File: config.mk
export PLATFORM = sky130hd
export DESIGN_NAME = png_chunk_stream_validator_top
export DESIGN_NICKNAME = d
export VERILOG_FILES = /design/src/rtl/pcsv_pkg.sv /design/src/rtl/png_chunk_stream_validator_top.sv /design/src/rtl/pcsv_front.sv /design/src/rtl/pcsv_queue.sv /design/src/rtl/pcsv_back.sv
export SDC_FILE = /design/constraint.sdc
export NUM_CORES = 2
export LEC_CHECK = 0
export BUFFER_PORTS_ARGS = -buffer_cell sky130_fd_sc_hd__buf_2
export CORE_ASPECT_RATIO = 1.25
export CORE_MARGIN = 2
export CORE_UTILIZATION = 50
export CTS_CLUSTER_DIAMETER = 150
export DETAILED_ROUTE_END_ITERATION = 16
export GPL_ROUTABILITY_DRIVEN = 0
export GPL_TIMING_DRIVEN = 0
export PLACE_DENSITY = 0.66
export SYNTH_ARGS = -nofsm -noshare
export SYNTH_HDL_FRONTEND = slang
export SYNTH_SLANG_ARGS = --single-unit
File: constraint.sdc
create_clock -name clk -period 14.8 [get_ports clk]
set_input_delay 2.96 -clock clk [delete_from_list [all_inputs] [get_ports clk]]
set_output_delay 2.96 -clock clk [all_outputs]
set_load 0.005 [all_outputs]
File: src/rtl/pcsv_pkg.sv
// Shared types, constants and helper functions of the PNG chunk stream validator.
package pcsv_pkg;

  localparam int OFFSET_WIDTH_DEF = 32;
  localparam int QUEUE_DEPTH_DEF  = 4;

  localparam logic [31:0] CRC_POLY = 32'hedb88320;
  localparam logic [31:0] CRC_INIT = 32'hffffffff;
  localparam int          SIG_LEN  = 8;
  localparam int          HDR_LEN  = 8;
  localparam int          LEN_LEN  = 4;
  localparam int          CRC_LEN  = 4;
  localparam int          CAP_LEN  = 13;
  localparam logic [31:0] IHDR_LEN = 32'd13;
  localparam logic [31:0] POS_MISSING = 32'd8;

  localparam logic [7:0] SIG_BYTES [SIG_LEN] = '{
    8'h89, 8'h50, 8'h4e, 8'h47, 8'h0d, 8'h0a, 8'h1a, 8'h0a
  };

  localparam logic [31:0] T_IHDR = 32'h49484452;
  localparam logic [31:0] T_IDAT = 32'h49444154;
  localparam logic [31:0] T_IEND = 32'h49454e44;

  // record kinds
  localparam logic [1:0] RK_ISSUE   = 2'd0;
  localparam logic [1:0] RK_CHUNK   = 2'd1;
  localparam logic [1:0] RK_SUMMARY = 2'd2;

  // issue codes
  localparam int NUM_ISSUES = 19;
  localparam logic [4:0] IC_INVALID_SIGNATURE   = 5'd0;
  localparam logic [4:0] IC_TRUNC_HEADER        = 5'd1;
  localparam logic [4:0] IC_INVALID_TYPE        = 5'd2;
  localparam logic [4:0] IC_TRUNC_CHUNK         = 5'd3;
  localparam logic [4:0] IC_CRC_MISMATCH        = 5'd4;
  localparam logic [4:0] IC_IHDR_NOT_FIRST      = 5'd5;
  localparam logic [4:0] IC_DUP_IHDR            = 5'd6;
  localparam logic [4:0] IC_IHDR_LENGTH         = 5'd7;
  localparam logic [4:0] IC_DIMENSIONS          = 5'd8;
  localparam logic [4:0] IC_COMPRESSION         = 5'd9;
  localparam logic [4:0] IC_FILTER              = 5'd10;
  localparam logic [4:0] IC_INTERLACE           = 5'd11;
  localparam logic [4:0] IC_COLOR_DEPTH         = 5'd12;
  localparam logic [4:0] IC_NONCONSEC_IDAT      = 5'd13;
  localparam logic [4:0] IC_IEND_LENGTH         = 5'd14;
  localparam logic [4:0] IC_TRAILING            = 5'd15;
  localparam logic [4:0] IC_MISSING_IHDR        = 5'd16;
  localparam logic [4:0] IC_MISSING_IDAT        = 5'd17;
  localparam logic [4:0] IC_MISSING_IEND        = 5'd18;

  // seen flags
  localparam int NUM_FLAGS  = 7;
  localparam int FL_CHUNK   = 0;
  localparam int FL_IHDR    = 1;
  localparam int FL_IDAT    = 2;
  localparam int FL_IDATEND = 3;
  localparam int FL_IEND    = 4;
  localparam int FL_CRCBAD  = 5;
  localparam int FL_TRUNC   = 6;

  // result mask of one item: chunk record, then issues by code, then summary
  localparam int MB_REC    = 0;
  localparam int MB_ISSUE0 = 1;
  localparam int MB_SUM    = MB_ISSUE0 + NUM_ISSUES;
  localparam int MB_NUM    = MB_SUM + 1;
  localparam int MB_IW     = $clog2(MB_NUM);

  typedef enum logic [5:0] {
    PH_SIG    = 6'b000001,
    PH_HDR    = 6'b000010,
    PH_DATA   = 6'b000100,
    PH_CRC    = 6'b001000,
    PH_TAIL   = 6'b010000,
    PH_BADSIG = 6'b100000
  } phase_t;

  typedef struct packed {
    logic [7:0] data_byte;
    logic       last_byte;
  } in_t;

  typedef struct packed {
    logic [1:0]  record_kind;
    logic [4:0]  issue_code;
    logic [31:0] position;
    logic [31:0] type_word;
    logic [31:0] declared_length;
    logic [31:0] crc_from_file;
    logic [31:0] crc_worked_out;
    logic        crc_match;
    logic        signature_good;
    logic        parse_finished;
    logic        every_crc_good;
    logic        end_of_burst;
  } out_t;

  typedef struct packed {
    logic [MB_NUM-1:0] mask;
    logic [31:0]       pos_chunk;
    logic [31:0]       pos_type;
    logic [31:0]       pos_end;
    logic [31:0]       type_word;
    logic [31:0]       declared_length;
    logic [31:0]       crc_from_file;
    logic [31:0]       crc_worked_out;
    logic              crc_match;
    logic              signature_good;
    logic              parse_finished;
    logic              every_crc_good;
  } event_t;

  function automatic logic [31:0] crc_byte(input logic [31:0] crc, input logic [7:0] b);
    logic [31:0] c;
    c = crc ^ {24'd0, b};
    for (int i = 0; i < 8; i++) begin
      c = (c >> 1) ^ (CRC_POLY & {32{c[0]}});
    end
    return c;
  endfunction

  function automatic logic is_letter(input logic [7:0] c);
    return (c >= 8'h41 && c <= 8'h5a) || (c >= 8'h61 && c <= 8'h7a);
  endfunction

  function automatic logic depth_ok(input logic [7:0] color, input logic [7:0] depth);
    logic ok;
    case (color)
      8'd0: ok = depth == 8'd1 || depth == 8'd2 || depth == 8'd4 || depth == 8'd8 ||
                 depth == 8'd16;
      8'd2, 8'd4, 8'd6: ok = depth == 8'd8 || depth == 8'd16;
      8'd3: ok = depth == 8'd1 || depth == 8'd2 || depth == 8'd4 || depth == 8'd8;
      default: ok = 1'b0;
    endcase
    return ok;
  endfunction

endpackage

File: src/rtl/png_chunk_stream_validator_top.sv
// Top level of the PNG chunk stream validator: parser, event queue and record sequencer.
//
//  channel | direction | handshake            | payload
//  in_     | input     | in_valid / in_ready  | in_data  (pcsv_pkg::in_t: data_byte, last_byte)
//  out_    | output    | out_valid/out_ready  | out_data (pcsv_pkg::out_t: one record)
//
//  One byte is taken per cycle while the event queue has room; the back end sends the result
//  items of one event one at a time through the output register, holding while out_ready is low.
//  Input stalls only when QUEUE_DEPTH events with unsent results are waiting.
//  Reset (rst_n low, synchronous) returns the parser to the signature phase and empties
//  the queue; after each file's summary the parser starts over on its own.
module png_chunk_stream_validator_top #(
  parameter int OFFSET_WIDTH = pcsv_pkg::OFFSET_WIDTH_DEF,
  parameter int QUEUE_DEPTH  = pcsv_pkg::QUEUE_DEPTH_DEF
) (
  input  logic           clk,
  input  logic           rst_n,
  input  logic           in_valid,
  output logic           in_ready,
  input  pcsv_pkg::in_t  in_data,
  output logic           out_valid,
  input  logic           out_ready,
  output pcsv_pkg::out_t out_data
);

  logic ev_valid, ev_ready, head_valid, pop;
  pcsv_pkg::event_t ev_data, head_data;

  pcsv_front #(.OFFSET_WIDTH(OFFSET_WIDTH)) u_front (
    .clk(clk), .rst_n(rst_n),
    .in_valid(in_valid), .in_ready(in_ready), .in_data(in_data),
    .ev_valid(ev_valid), .ev_ready(ev_ready), .ev_data(ev_data)
  );

  pcsv_queue #(.DEPTH(QUEUE_DEPTH)) u_queue (
    .clk(clk), .rst_n(rst_n),
    .push(ev_valid), .push_ready(ev_ready), .push_data(ev_data),
    .pop(pop), .head_valid(head_valid), .head_data(head_data)
  );

  pcsv_back u_back (
    .clk(clk), .rst_n(rst_n),
    .head_valid(head_valid), .head_data(head_data), .pop(pop),
    .out_valid(out_valid), .out_ready(out_ready), .out_data(out_data)
  );

endmodule

File: src/rtl/pcsv_front.sv
// Front end: byte parser that classifies each byte and queues one event of results for each byte that yields any.
module pcsv_front #(
  parameter int OFFSET_WIDTH = pcsv_pkg::OFFSET_WIDTH_DEF
) (
  input  logic             clk,
  input  logic             rst_n,
  input  logic             in_valid,
  output logic             in_ready,
  input  pcsv_pkg::in_t    in_data,
  output logic             ev_valid,
  input  logic             ev_ready,
  output pcsv_pkg::event_t ev_data
);

  localparam int OW = OFFSET_WIDTH;

  pcsv_pkg::phase_t phase_r, phase_nxt;
  logic [OW-1:0] off_r, off_nxt, cs_r, cs_nxt, cs_eff;
  logic [3:0]  sidx_r, sidx_nxt;
  logic [31:0] fbc_r, fbc_nxt;
  logic [31:0] len_r, len_nxt, type_r, type_nxt, crc_r, crc_nxt, stc_r, stc_nxt;
  logic [31:0] len_b, type_b, crc_b, stc_shift, computed;
  logic [pcsv_pkg::NUM_FLAGS-1:0] flags_r, flags_nxt;
  logic [7:0] cap_r [pcsv_pkg::CAP_LEN];
  logic [pcsv_pkg::NUM_ISSUES-1:0] iss;
  logic rec, sum, sig_ok, cap_we, match, fire, b_last;
  logic is_ihdr, is_idat, is_iend;
  logic [7:0] b;

  assign b       = in_data.data_byte;
  assign b_last  = in_data.last_byte;
  assign in_ready = ev_ready;
  assign fire    = in_valid && in_ready;

  assign cs_eff    = (phase_r == pcsv_pkg::PH_HDR && fbc_r == 32'd0) ? off_r : cs_r;
  assign stc_shift = {stc_r[23:0], b};
  assign computed  = ~crc_r;
  assign match     = computed == stc_shift;
  assign is_ihdr   = type_r == pcsv_pkg::T_IHDR;
  assign is_idat   = type_r == pcsv_pkg::T_IDAT;
  assign is_iend   = type_r == pcsv_pkg::T_IEND;

  always_comb begin
    phase_nxt = phase_r;
    off_nxt   = off_r;
    sidx_nxt  = sidx_r;
    fbc_nxt   = fbc_r;
    cs_nxt    = cs_r;
    len_nxt   = len_r;
    type_nxt  = type_r;
    crc_nxt   = crc_r;
    stc_nxt   = stc_r;
    flags_nxt = flags_r;
    iss       = '0;
    rec       = 1'b0;
    sum       = 1'b0;
    sig_ok    = 1'b1;
    cap_we    = 1'b0;
    len_b     = len_r;
    type_b    = type_r;
    crc_b     = crc_r;
    case (phase_r)
      pcsv_pkg::PH_SIG: begin
        if (b != pcsv_pkg::SIG_BYTES[sidx_r[2:0]]) begin
          iss[pcsv_pkg::IC_INVALID_SIGNATURE] = 1'b1;
          phase_nxt = pcsv_pkg::PH_BADSIG;
          sig_ok    = 1'b0;
        end else begin
          sidx_nxt = sidx_r + 4'd1;
          if (sidx_r == 4'(pcsv_pkg::SIG_LEN - 1)) begin
            phase_nxt = pcsv_pkg::PH_HDR;
            fbc_nxt   = '0;
          end else if (b_last) begin
            iss[pcsv_pkg::IC_INVALID_SIGNATURE] = 1'b1;
            sig_ok = 1'b0;
          end
        end
      end
      pcsv_pkg::PH_HDR: begin
        if (fbc_r == 32'd0) begin
          cs_nxt = off_r;
          len_b  = '0;
          type_b = '0;
          crc_b  = pcsv_pkg::CRC_INIT;
        end
        len_nxt  = len_b;
        type_nxt = type_b;
        crc_nxt  = crc_b;
        if (fbc_r < 32'(pcsv_pkg::LEN_LEN)) begin
          len_nxt = {len_b[23:0], b};
        end else begin
          type_nxt = {type_b[23:0], b};
          crc_nxt  = pcsv_pkg::crc_byte(crc_b, b);
        end
        fbc_nxt = fbc_r + 32'd1;
        if (fbc_r < 32'(pcsv_pkg::HDR_LEN - 1)) begin
          if (b_last) begin
            flags_nxt[pcsv_pkg::FL_TRUNC] = 1'b1;
            iss[pcsv_pkg::IC_TRUNC_HEADER] = 1'b1;
          end
        end else begin
          if (!pcsv_pkg::is_letter(type_nxt[31:24]) || !pcsv_pkg::is_letter(type_nxt[23:16]) ||
              !pcsv_pkg::is_letter(type_nxt[15:8])  || !pcsv_pkg::is_letter(type_nxt[7:0]))
            iss[pcsv_pkg::IC_INVALID_TYPE] = 1'b1;
          fbc_nxt   = '0;
          stc_nxt   = '0;
          phase_nxt = (len_b == 32'd0) ? pcsv_pkg::PH_CRC : pcsv_pkg::PH_DATA;
          if (b_last) begin
            flags_nxt[pcsv_pkg::FL_TRUNC] = 1'b1;
            iss[pcsv_pkg::IC_TRUNC_CHUNK] = 1'b1;
          end
        end
      end
      pcsv_pkg::PH_DATA: begin
        crc_nxt = pcsv_pkg::crc_byte(crc_r, b);
        cap_we  = fbc_r < 32'(pcsv_pkg::CAP_LEN);
        fbc_nxt = fbc_r + 32'd1;
        if ({1'b0, fbc_r} + 33'd1 >= {1'b0, len_r}) begin
          fbc_nxt   = '0;
          phase_nxt = pcsv_pkg::PH_CRC;
        end
        if (b_last) begin
          flags_nxt[pcsv_pkg::FL_TRUNC] = 1'b1;
          iss[pcsv_pkg::IC_TRUNC_CHUNK] = 1'b1;
        end
      end
      pcsv_pkg::PH_CRC: begin
        stc_nxt = stc_shift;
        fbc_nxt = fbc_r + 32'd1;
        if (fbc_r >= 32'(pcsv_pkg::CRC_LEN - 1)) begin
          rec = 1'b1;
          if (!match) begin
            flags_nxt[pcsv_pkg::FL_CRCBAD] = 1'b1;
            iss[pcsv_pkg::IC_CRC_MISMATCH] = 1'b1;
          end
          if (!flags_r[pcsv_pkg::FL_CHUNK] && !is_ihdr) iss[pcsv_pkg::IC_IHDR_NOT_FIRST] = 1'b1;
          flags_nxt[pcsv_pkg::FL_CHUNK] = 1'b1;
          if (is_ihdr) begin
            if (flags_r[pcsv_pkg::FL_IHDR]) iss[pcsv_pkg::IC_DUP_IHDR] = 1'b1;
            flags_nxt[pcsv_pkg::FL_IHDR] = 1'b1;
            if (len_r != pcsv_pkg::IHDR_LEN) begin
              iss[pcsv_pkg::IC_IHDR_LENGTH] = 1'b1;
            end else begin
              if ({cap_r[0], cap_r[1], cap_r[2], cap_r[3]} == 32'd0 ||
                  {cap_r[4], cap_r[5], cap_r[6], cap_r[7]} == 32'd0)
                iss[pcsv_pkg::IC_DIMENSIONS] = 1'b1;
              if (cap_r[10] != 8'd0) iss[pcsv_pkg::IC_COMPRESSION] = 1'b1;
              if (cap_r[11] != 8'd0) iss[pcsv_pkg::IC_FILTER] = 1'b1;
              if (cap_r[12] > 8'd1) iss[pcsv_pkg::IC_INTERLACE] = 1'b1;
              if (!pcsv_pkg::depth_ok(cap_r[9], cap_r[8])) iss[pcsv_pkg::IC_COLOR_DEPTH] = 1'b1;
            end
          end
          if (is_idat) begin
            if (flags_r[pcsv_pkg::FL_IDATEND]) iss[pcsv_pkg::IC_NONCONSEC_IDAT] = 1'b1;
            flags_nxt[pcsv_pkg::FL_IDAT] = 1'b1;
          end else if (flags_r[pcsv_pkg::FL_IDAT]) begin
            flags_nxt[pcsv_pkg::FL_IDATEND] = 1'b1;
          end
          if (is_iend) begin
            flags_nxt[pcsv_pkg::FL_IEND] = 1'b1;
            if (len_r != 32'd0) iss[pcsv_pkg::IC_IEND_LENGTH] = 1'b1;
            if (!b_last) iss[pcsv_pkg::IC_TRAILING] = 1'b1;
            phase_nxt = pcsv_pkg::PH_TAIL;
          end else begin
            phase_nxt = pcsv_pkg::PH_HDR;
          end
          fbc_nxt = '0;
        end else if (b_last) begin
          flags_nxt[pcsv_pkg::FL_TRUNC] = 1'b1;
          iss[pcsv_pkg::IC_TRUNC_CHUNK] = 1'b1;
        end
      end
      pcsv_pkg::PH_BADSIG: sig_ok = 1'b0;
      default: ;
    endcase

    ev_data.signature_good = 1'b0;
    ev_data.parse_finished = 1'b0;
    ev_data.every_crc_good = 1'b0;
    if (b_last) begin
      sum = 1'b1;
      if (sig_ok) begin
        iss[pcsv_pkg::IC_MISSING_IHDR] = !flags_nxt[pcsv_pkg::FL_IHDR];
        iss[pcsv_pkg::IC_MISSING_IDAT] = !flags_nxt[pcsv_pkg::FL_IDAT];
        iss[pcsv_pkg::IC_MISSING_IEND] = !flags_nxt[pcsv_pkg::FL_IEND];
      end
      ev_data.signature_good = sig_ok;
      ev_data.parse_finished = sig_ok && !flags_nxt[pcsv_pkg::FL_TRUNC];
      ev_data.every_crc_good = sig_ok && flags_nxt[pcsv_pkg::FL_CHUNK] &&
                               !flags_nxt[pcsv_pkg::FL_CRCBAD];
      // start over for the next file
      phase_nxt = pcsv_pkg::PH_SIG;
      off_nxt   = '0;
      sidx_nxt  = '0;
      fbc_nxt   = '0;
      cs_nxt    = '0;
      len_nxt   = '0;
      type_nxt  = '0;
      crc_nxt   = pcsv_pkg::CRC_INIT;
      stc_nxt   = '0;
      flags_nxt = '0;
    end else begin
      off_nxt = off_r + OW'(1);
    end

    ev_data.mask            = {sum, iss, rec};
    ev_data.pos_chunk       = 32'(cs_eff);
    ev_data.pos_type        = 32'(cs_eff + OW'(4));
    ev_data.pos_end         = 32'(off_r + OW'(1));
    ev_data.type_word       = type_r;
    ev_data.declared_length = len_r;
    ev_data.crc_from_file   = stc_shift;
    ev_data.crc_worked_out  = computed;
    ev_data.crc_match       = match;
  end

  assign ev_valid = fire && (ev_data.mask != '0);

  always_ff @(posedge clk) begin
    if (!rst_n) begin
      phase_r <= pcsv_pkg::PH_SIG;
      off_r   <= '0;
      sidx_r  <= '0;
      fbc_r   <= '0;
      cs_r    <= '0;
      len_r   <= '0;
      type_r  <= '0;
      crc_r   <= pcsv_pkg::CRC_INIT;
      stc_r   <= '0;
      flags_r <= '0;
    end else if (fire) begin
      phase_r <= phase_nxt;
      off_r   <= off_nxt;
      sidx_r  <= sidx_nxt;
      fbc_r   <= fbc_nxt;
      cs_r    <= cs_nxt;
      len_r   <= len_nxt;
      type_r  <= type_nxt;
      crc_r   <= crc_nxt;
      stc_r   <= stc_nxt;
      flags_r <= flags_nxt;
    end
  end

  // IHDR field bytes: capture the first data bytes of every chunk
  always_ff @(posedge clk) begin
    if (fire && cap_we) cap_r[fbc_r[3:0]] <= b;
  end

endmodule

File: src/rtl/pcsv_queue.sv
// Short event queue between the parser and the record sequencer.
module pcsv_queue #(
  parameter int DEPTH = pcsv_pkg::QUEUE_DEPTH_DEF
) (
  input  logic             clk,
  input  logic             rst_n,
  input  logic             push,
  output logic             push_ready,
  input  pcsv_pkg::event_t push_data,
  input  logic             pop,
  output logic             head_valid,
  output pcsv_pkg::event_t head_data
);

  localparam int PW = (DEPTH > 1) ? $clog2(DEPTH) : 1;
  localparam int CW = $clog2(DEPTH + 1);

  pcsv_pkg::event_t mem_r [DEPTH];
  logic [PW-1:0] wr_r, rd_r;
  logic [CW-1:0] cnt_r;

  assign push_ready = cnt_r != CW'(DEPTH);
  assign head_valid = cnt_r != '0;
  assign head_data  = mem_r[rd_r];

  always_ff @(posedge clk) begin
    if (!rst_n) begin
      wr_r  <= '0;
      rd_r  <= '0;
      cnt_r <= '0;
    end else begin
      if (push) wr_r <= (wr_r == PW'(DEPTH - 1)) ? '0 : wr_r + PW'(1);
      if (pop)  rd_r <= (rd_r == PW'(DEPTH - 1)) ? '0 : rd_r + PW'(1);
      cnt_r <= cnt_r + CW'(push) - CW'(pop);
    end
  end

  always_ff @(posedge clk) begin
    if (push) mem_r[wr_r] <= push_data;
  end

  a_no_overflow: assert property (@(posedge clk) disable iff (!rst_n)
    push |-> cnt_r != CW'(DEPTH)) else $error("event queue overflow");
  a_no_underflow: assert property (@(posedge clk) disable iff (!rst_n)
    pop |-> cnt_r != '0) else $error("event queue underflow");
  a_count_bound: assert property (@(posedge clk) disable iff (!rst_n)
    cnt_r <= CW'(DEPTH)) else $error("event queue count out of range");

endmodule

File: src/rtl/pcsv_back.sv
// Back end: expands one queued event into its result items, one per cycle while the output register can load.
module pcsv_back (
  input  logic             clk,
  input  logic             rst_n,
  input  logic             head_valid,
  input  pcsv_pkg::event_t head_data,
  output logic             pop,
  output logic             out_valid,
  input  logic             out_ready,
  output pcsv_pkg::out_t   out_data
);

  localparam int N = pcsv_pkg::MB_NUM;

  logic [N-1:0] done_r, done_nxt, pend, pick;
  logic [pcsv_pkg::MB_IW-1:0] idx;
  logic out_valid_r, can_load, emit, last_one;
  pcsv_pkg::out_t out_r, rec;
  logic [4:0] code;

  assign pend     = head_valid ? (head_data.mask & ~done_r) : '0;
  assign pick     = pend & (~pend + N'(1));
  assign can_load = !out_valid_r || out_ready;
  assign emit     = head_valid && can_load;
  assign last_one = (pend & ~pick) == '0;
  assign pop      = emit && last_one;
  assign done_nxt = pop ? '0 : (emit ? (done_r | pick) : done_r);

  always_comb begin
    idx = '0;
    for (int i = 0; i < N; i++) begin
      if (pick[i]) idx = pcsv_pkg::MB_IW'(i);
    end
  end

  assign code = 5'(idx - pcsv_pkg::MB_IW'(pcsv_pkg::MB_ISSUE0));

  always_comb begin
    rec = '0;
    rec.end_of_burst = last_one;
    if (idx == pcsv_pkg::MB_IW'(pcsv_pkg::MB_REC)) begin
      rec.record_kind     = pcsv_pkg::RK_CHUNK;
      rec.position        = head_data.pos_chunk;
      rec.type_word       = head_data.type_word;
      rec.declared_length = head_data.declared_length;
      rec.crc_from_file   = head_data.crc_from_file;
      rec.crc_worked_out  = head_data.crc_worked_out;
      rec.crc_match       = head_data.crc_match;
    end else if (idx == pcsv_pkg::MB_IW'(pcsv_pkg::MB_SUM)) begin
      rec.record_kind    = pcsv_pkg::RK_SUMMARY;
      rec.signature_good = head_data.signature_good;
      rec.parse_finished = head_data.parse_finished;
      rec.every_crc_good = head_data.every_crc_good;
    end else begin
      rec.record_kind = pcsv_pkg::RK_ISSUE;
      rec.issue_code  = code;
      case (code)
        pcsv_pkg::IC_INVALID_SIGNATURE: rec.position = '0;
        pcsv_pkg::IC_INVALID_TYPE:      rec.position = head_data.pos_type;
        pcsv_pkg::IC_TRAILING,
        pcsv_pkg::IC_MISSING_IEND:      rec.position = head_data.pos_end;
        pcsv_pkg::IC_MISSING_IHDR,
        pcsv_pkg::IC_MISSING_IDAT:      rec.position = pcsv_pkg::POS_MISSING;
        default:                        rec.position = head_data.pos_chunk;
      endcase
    end
  end

  always_ff @(posedge clk) begin
    if (!rst_n) begin
      out_valid_r <= 1'b0;
      done_r      <= '0;
    end else begin
      done_r <= done_nxt;
      if (can_load) out_valid_r <= emit;
    end
  end

  always_ff @(posedge clk) begin
    if (emit) out_r <= rec;
  end

  assign out_valid = out_valid_r;
  assign out_data  = out_r;

  a_pick_onehot: assert property (@(posedge clk) disable iff (!rst_n)
    $onehot0(pick)) else $error("more than one result picked");
  a_burst_clears: assert property (@(posedge clk) disable iff (!rst_n)
    (emit && last_one) |=> done_r == '0) else $error("progress mask not cleared at burst end");
  a_head_nonempty: assert property (@(posedge clk) disable iff (!rst_n)
    head_valid |-> pend != '0) else $error("queued event with no pending result");

endmodule
### Word-level counts from Yosys, hierarchy flattened

Memory sizes are Yosys's and may differ from the RTL's. A register that Yosys moved wholly into a read port is not among the register bits.
Index checks and enable logic that the tools add are counted.
W data, S select, Z words.

| word-level totals | value |
|---|---|
| memories | 3 |
| ROM bits | 64 |
| output and inout bits | 174 |
| logic and storage cells | 344 |
| latch bits | 0 |
| RAM bits | 1,100 |
| bits of input ports | 13 |
| register bits after elaboration | 434 |

| cells by class | value |
|---|---|
| shift operators | 0 |
| add/sub/neg operators | 11 |
| bitwise gates (word level) | 29 |
| multipliers | 0 |
| divide/modulo/power cells | 0 |
| $lt $le $gt $ge | 23 |
| mux-type cells | 131 |
| reduce and logical (&&, ||, !) cells | 81 |
| equality and inequality tests | 38 |

Memory list:

| name | words | width | read ports | clocked after Yosys merged registers in | wr ports | RTL line | source |
|---|---|---|---|---|---|---|---|
| u_queue.mem_r | 4 | 249 | 1 | 1 | 1 | pcsv_queue.sv:18 | `pcsv_pkg::event_t mem_r [DEPTH];` |
| u_front.cap_r | 13 | 8 | 13 | 0 | 1 | pcsv_front.sv:24 | `logic [7:0] cap_r [pcsv_pkg::CAP_LEN];` |
| (no name shown) | 8 | 8 | 1 | 0 | 0 | pcsv_front.sv:64 | `if (b != pcsv_pkg::SIG_BYTES[sidx_r[2:0]]) begin` |

Operator list:

| kind | count |
|---|---|
| $mux W32 | 27 |
| $xor A31 B32 Y32 | 16 |
| $pmux W32 S4 | 2 |
| $logic_not A32 Y1 | 4 |
| $eq A32 B31 Y1 const B | 3 |
| $add A32 B1 Y32 const B | 2 |
| $ge A8 B7 Y1 const B | 8 |
| $le A8 B7 Y1 const B | 8 |
| $lt A32 B3 Y1 const B | 2 |
| $pmux W32 S2 | 1 |
| $xor A32 B8 Y32 | 2 |
| $and A21 B21 Y21 | 3 |
| $not A21 Y21 | 3 |
| $mux W24 | 2 |
| $mux W4 | 12 |
| $mux W6 | 8 |
| $pmux W24 S2 | 1 |
| $mux W1 | 42 |
| $mux W5 | 7 |
| $add A32 B1 Y33 const B | 1 |
| $ge A33 B32 Y1 | 1 |
| $add A32 B3 Y32 const B | 1 |
| $eq A32 B32 Y1 | 1 |
| $ge A32 B2 Y1 const B | 1 |
| other kinds (62) | 155 |

### Longest topological paths before layout

| logic depth | value |
|---|---|
| word-level depth | 32 |
| depth in mapped cells | 25 |
| gate-level depth less buffers | 21 |

### Cells and area by module

From an unflattened synthesis, not the netlist that was laid out.

| second synthesis, totals | value |
|---|---|
| cell total of the unflattened synthesis | 4,199 |
| area, all modules | 63,817.5 um2 |

By module, submodules not included:

| module | times used | sequential area each (um2) | cells an instance | area each (um2) |
|---|---|---|---|---|
| pcsv_queue | 1 | 30,088.9 | 1,345 | 36,399.9 |
| pcsv_front | 1 | 7,757.4 | 2,217 | 18,906.9 |
| pcsv_back | 1 | 5,605.4 | 637 | 8,510.7 |

### Least setup slack after synthesis

No wires, ideal clock.

| timing path | value |
|---|---|
| path kind | input -> register |
| from | in out_ready |
| to | reg u_queue.cnt_r[2] |
| setup time | 0.128 ns |
| arrival | 12.640 ns |
| setup slack | 2.033 ns |
| buffers on the path | 0 |
| stages | 12 |
| required time | 14.672 ns |
| path through | nor2b_1 nor2_1 nand2b_1 inv_1 ha_1 inv_1 ha_1 inv_1 fa_1 xor2_1 xnor2_1 nor2_1 |

| between the ends | value |
|---|---|
| longest elaborated chain between the ends | 4 |

Ends and longest elaborated chain:

| element | RTL line | source |
|---|---|---|
| start, declared | png_chunk_stream_validator_top.sv:22 | `input logic out_ready,` |
| $logic_or A1 B1 Y1 | pcsv_back.sv:23 | `assign can_load = !out_valid_r \|\| out_ready;` |
| $logic_and A1 B1 Y1 | pcsv_back.sv:24 | `assign emit = head_valid && can_load;` |
| net u_back.emit | pcsv_back.sv:17 | `logic out_valid_r, can_load, emit, last_one;` |
| $logic_and A1 B1 Y1 | pcsv_back.sv:26 | `assign pop = emit && last_one;` |
| net pop | png_chunk_stream_validator_top.sv:26 | `logic ev_valid, ev_ready, head_valid, pop;` |
| $sub A3 B1 Y3 | pcsv_queue.sv:34 | `cnt_r <= cnt_r + CW'(push) - CW'(pop);` |
| end signal, assigned | pcsv_queue.sv:34 |  |
| end, declared | pcsv_queue.sv:20 | `logic [CW-1:0] cnt_r;` |

The timed path passes the listed nets, and every way through them passes these cells.
A chain may end at the register's enable or synchronous reset.

==> results_dict.tcl <==
set metrics [dict create \
    num_rows 145 \
    wire_per_inst_um 24.90 \
    synth_edf_count 1263 \
    r2r_cells 18 \
    final_cell_area_um2 71640 \
    placed_cell_area_um2 66830 \
    synth_cell_types 88 \
    yosysWarnings 0 \
    p_per_area_nw_per_um2 193.8 \
    htree_levels 4 \
    rrSetupSlack_ns 7.42 \
    nets 4675 \
    portBuffers 186 \
    holdBufCountCts 0 \
    grt_overflow_total 0 \
    clockPowerShare_pct 27.0 \
    dieArea_um2 129000 \
    final_common_cell "edfxtp_1" \
    combPwrFrac_pct 32.4 \
    p_int_mw 9.238 \
    worst_r2r_endpoint "u_queue.mem_r[1][194]" \
    grt_max_degree 55 \
    cp-end-kind "flop" \
    worstSetupEndpoint "u_queue.mem_r[1][194]" \
    dp_hpwl_um 106500 \
    nFillCells 9782 \
    worst-setup-path-type "flop to flop" \
    rr_startpoint "u_front.fbc_r[27]" \
    fmax_mhz 135.5 \
    core-area_um2 125000 \
    power_leakage_nw 23.93 \
    placed_cells 6070 \
    outcome "finished, violations left" \
    drive_above_1_share_pct 15.76 \
    cp-start-kind "flop" \
    synthFlopType "edfxtp_1" \
    vias 37630 \
    p_seq_share_pct 40.7 \
    setup_viol 0 \
    finalClockSkew_ns 0.03067 \
    clock_latency_ns 0.80 \
    die_w_um 321.7 \
    area_delta_synth_final_pct 13.59 \
    drc 0 \
    arrival_ns 7.94 \
    layout_setup_ws_ns 7.420 \
    hold_viol_final 0 \
    antenna_found_initial 5 \
    clockRootBuffer "clkbuf_16" \
    violations "max-capacitance violations, max-slew violations" \
    clk_pin_slew_ns 0.06 \
    syn_area_um2 63070 \
    switching_share_pct 33.46 \
    rsz0062_at_grt "no" \
    cap_viol_max_count 1 \
    total_power_mw 13.88 \
    syn-num-nets 4308 \
    drt_first_pass_iters 6 \
    stdcell_count 6346 \
    fin_crit_sh_pct 49.86 \
    cts_sinks 1527 \
    switching_power_mw 4.645 \
    drv_slew 11 \
    ys_ff_latch 1527 \
    initial_utilization_pct 50.45 \
    mostFrequentLayoutCells "1,263 x edfxtp_1, 337 x nor2_1, 264 x dfxtp_1" \
    min_path_type "flop to flop" \
    crit_fanout 10 \
    wirelength_um 158000 \
    post_drt_via_cell_ratio 5.929 \
    ys_seq_area_share_pct 68.52 \
    synth_async_sr_flop_share_pct 0 \
    peakVddDrop_mv 0.2357 \
    first_iter_violations 3758 \
    place_ws_ns 7.174 \
    syn-instance-count 4236 \
    fin_crit_ns 7.380 \
    io_pins 187 \
    cts-resized-gates 0 \
    grt_pass1_wl_um 237000 \
    critPathRequiredTime_ns 15.37 \
    cts_max_path_buffers 3 \
    worstMarginPinSlew_ns 1.514 \
    grt_pass1_vias 37560 \
    postRouteAntennaNets 0 \
    cts_tree "built" \
    slew_headroom_pct -0.9377 \
    startpoint "u_front.fbc_r[27]" \
    post_cts_buffers 0 \
    dieHeight_um 401.1 \
    grtUsageTotal_pct 24.67 \
    avgSynthCellArea_um2 14.89 \
    cts_buffers 148 \
]
power by group through the flow:
| stage | sequential, mW | clock (mW) | combinational, mW |
|---|---|---|---|
| finish | 5.65 | 3.74 | 4.49 |
| global route | 5.70 | 3.97 | 4.81 |
| CTS | 5.66 | 3.81 | 4.54 |
| detailed placement | 5.74 | 0 | 4.52 |
| global placement | 6.01 | 0 | 4.27 |
| floorplan | 5.94 | 0 | 2.60 |
flip-flops by register name, indices dropped and copies added (netlist names), named ones only:
register	flops
u_back.done_r	21
u_back.out_data	172
u_back.out_valid	1
u_front.cap_r	103
u_front.crc_r	32
u_front.cs_r	32
u_front.fbc_r	32
u_front.flags_r	7
u_front.len_r	32
u_front.off_r	32
u_front.phase_r	6
u_front.sidx_r	4
u_front.stc_r	24
u_front.type_r	32
u_queue.cnt_r	3
u_queue.mem_r	988
u_queue.rd_r	2
u_queue.wr_r	2
layout make-up:
type                            instances  area (um2)  share of cell area [%]
Sequential cell                      1527       43210                   60.32
Multi-Input combinational cell       2301       18280                   25.52
Clock buffer                          206        4194                   5.854
Tap cell                             1617        2023                   2.824
Timing Repair Buffer                  217        1699                   2.372
Buffer                                239       977.2                   1.364
Inverter                              169       634.4                  0.8855
Clock inverter                         67       611.8                  0.8540
Antenna cell                            3       7.507                 0.01048
metal layers:
metal,track usage (%),vias to the layer above,part of all wire (%)
li1,-,16810,-
met1,31.64,19070,39
met2,41.42,1419,50
met3,4.126,335,6.4
met4,10.81,2,4.3
met5,0,-,0.0070
worst max-delay path, stage by stage, from the launching register on:
cell and delay (ns):
dfxtp_1 0.29, clkbuf_1 0.19, nor4_1 0.38, and4_1 0.30, and3_1 0.35, clkbuf_1 0.62, nand3_1 0.61, buf_1 0.58
buf_1 0.48, clkbuf_1 0.44, mux2i_1 0.31, inv_1 0.25, ha_1 0.33, o21ai_0 0.27, a21o_1 0.32, nand2b_1 0.32
nor3_1 0.58, nand2_1 0.14, xnor2_1 0.33
stage by stage:
| step | setup TNS, ns | utilization (%) | hold slack, ns |
|---|---|---|---|
| CTS | 0 | 57.31 | 0.4682 |
| global route | 0 | 57.31 | 0.4939 |
| finish | 0 | 57.31 | 0.4641 |
| floorplan | 0 | - | 0.4278 |
| detailed placement | 0 | 53.46 | 0.4549 |
| global placement | -2327.30 | 52.82 | 0.4399 |
cell usage after synthesis (23+ instances only):
master,n,area [um2]
inv_1,169,634.4
o21ai_0,74,370.4
nor4_1,52,325.3
ha_1,58,725.7
a22oi_1,126,945.9
nand2_1,237,889.6
mux2i_1,26,260.3
mux4_2,243,5473
clkbuf_1,202,758.2
edfxtp_1,1263,37930
a21oi_1,179,895.9
and3_1,35,219.0
xor2_1,56,490.5
nand4_1,41,256.5
nor3_1,77,385.4
buf_1,23,86.33
nor2_1,338,1269
xnor2_1,193,1690
dfxtp_1,264,5285
nor2b_1,149,932.1
nand3_1,99,495.5
kinds of logic after synthesis:
kind of cell | Yosys count | share of synthesized area (%)
muxes | 274 | 9.293
and+or+nand+nor | 1158 | 9.124
buffers and inverters | 408 | 2.553
adders and majority gates | 61 | 1.214
xor gates and xnor gates | 249 | 3.458
DFF | 1527 | 68.52
AOI/OAI and AO/OA | 559 | 5.843
how the worst min path moves through the flow:
stage,start,to,slack (ns),depth (start not counted)
floorplan,u_back.done_r[17],u_back.done_r[17],0.43,2
CTS,u_front.flags_r[3],u_front.flags_r[3],0.47,2
detailed placement,u_back.done_r[14],u_back.done_r[14],0.45,2
global placement,u_back.done_r[5],u_back.done_r[5],0.44,2
global route,u_front.flags_r[5],u_front.flags_r[5],0.49,2
finish,u_front.flags_r[3],u_front.flags_r[3],0.46,2
Power figures use the tool's default switching activity.
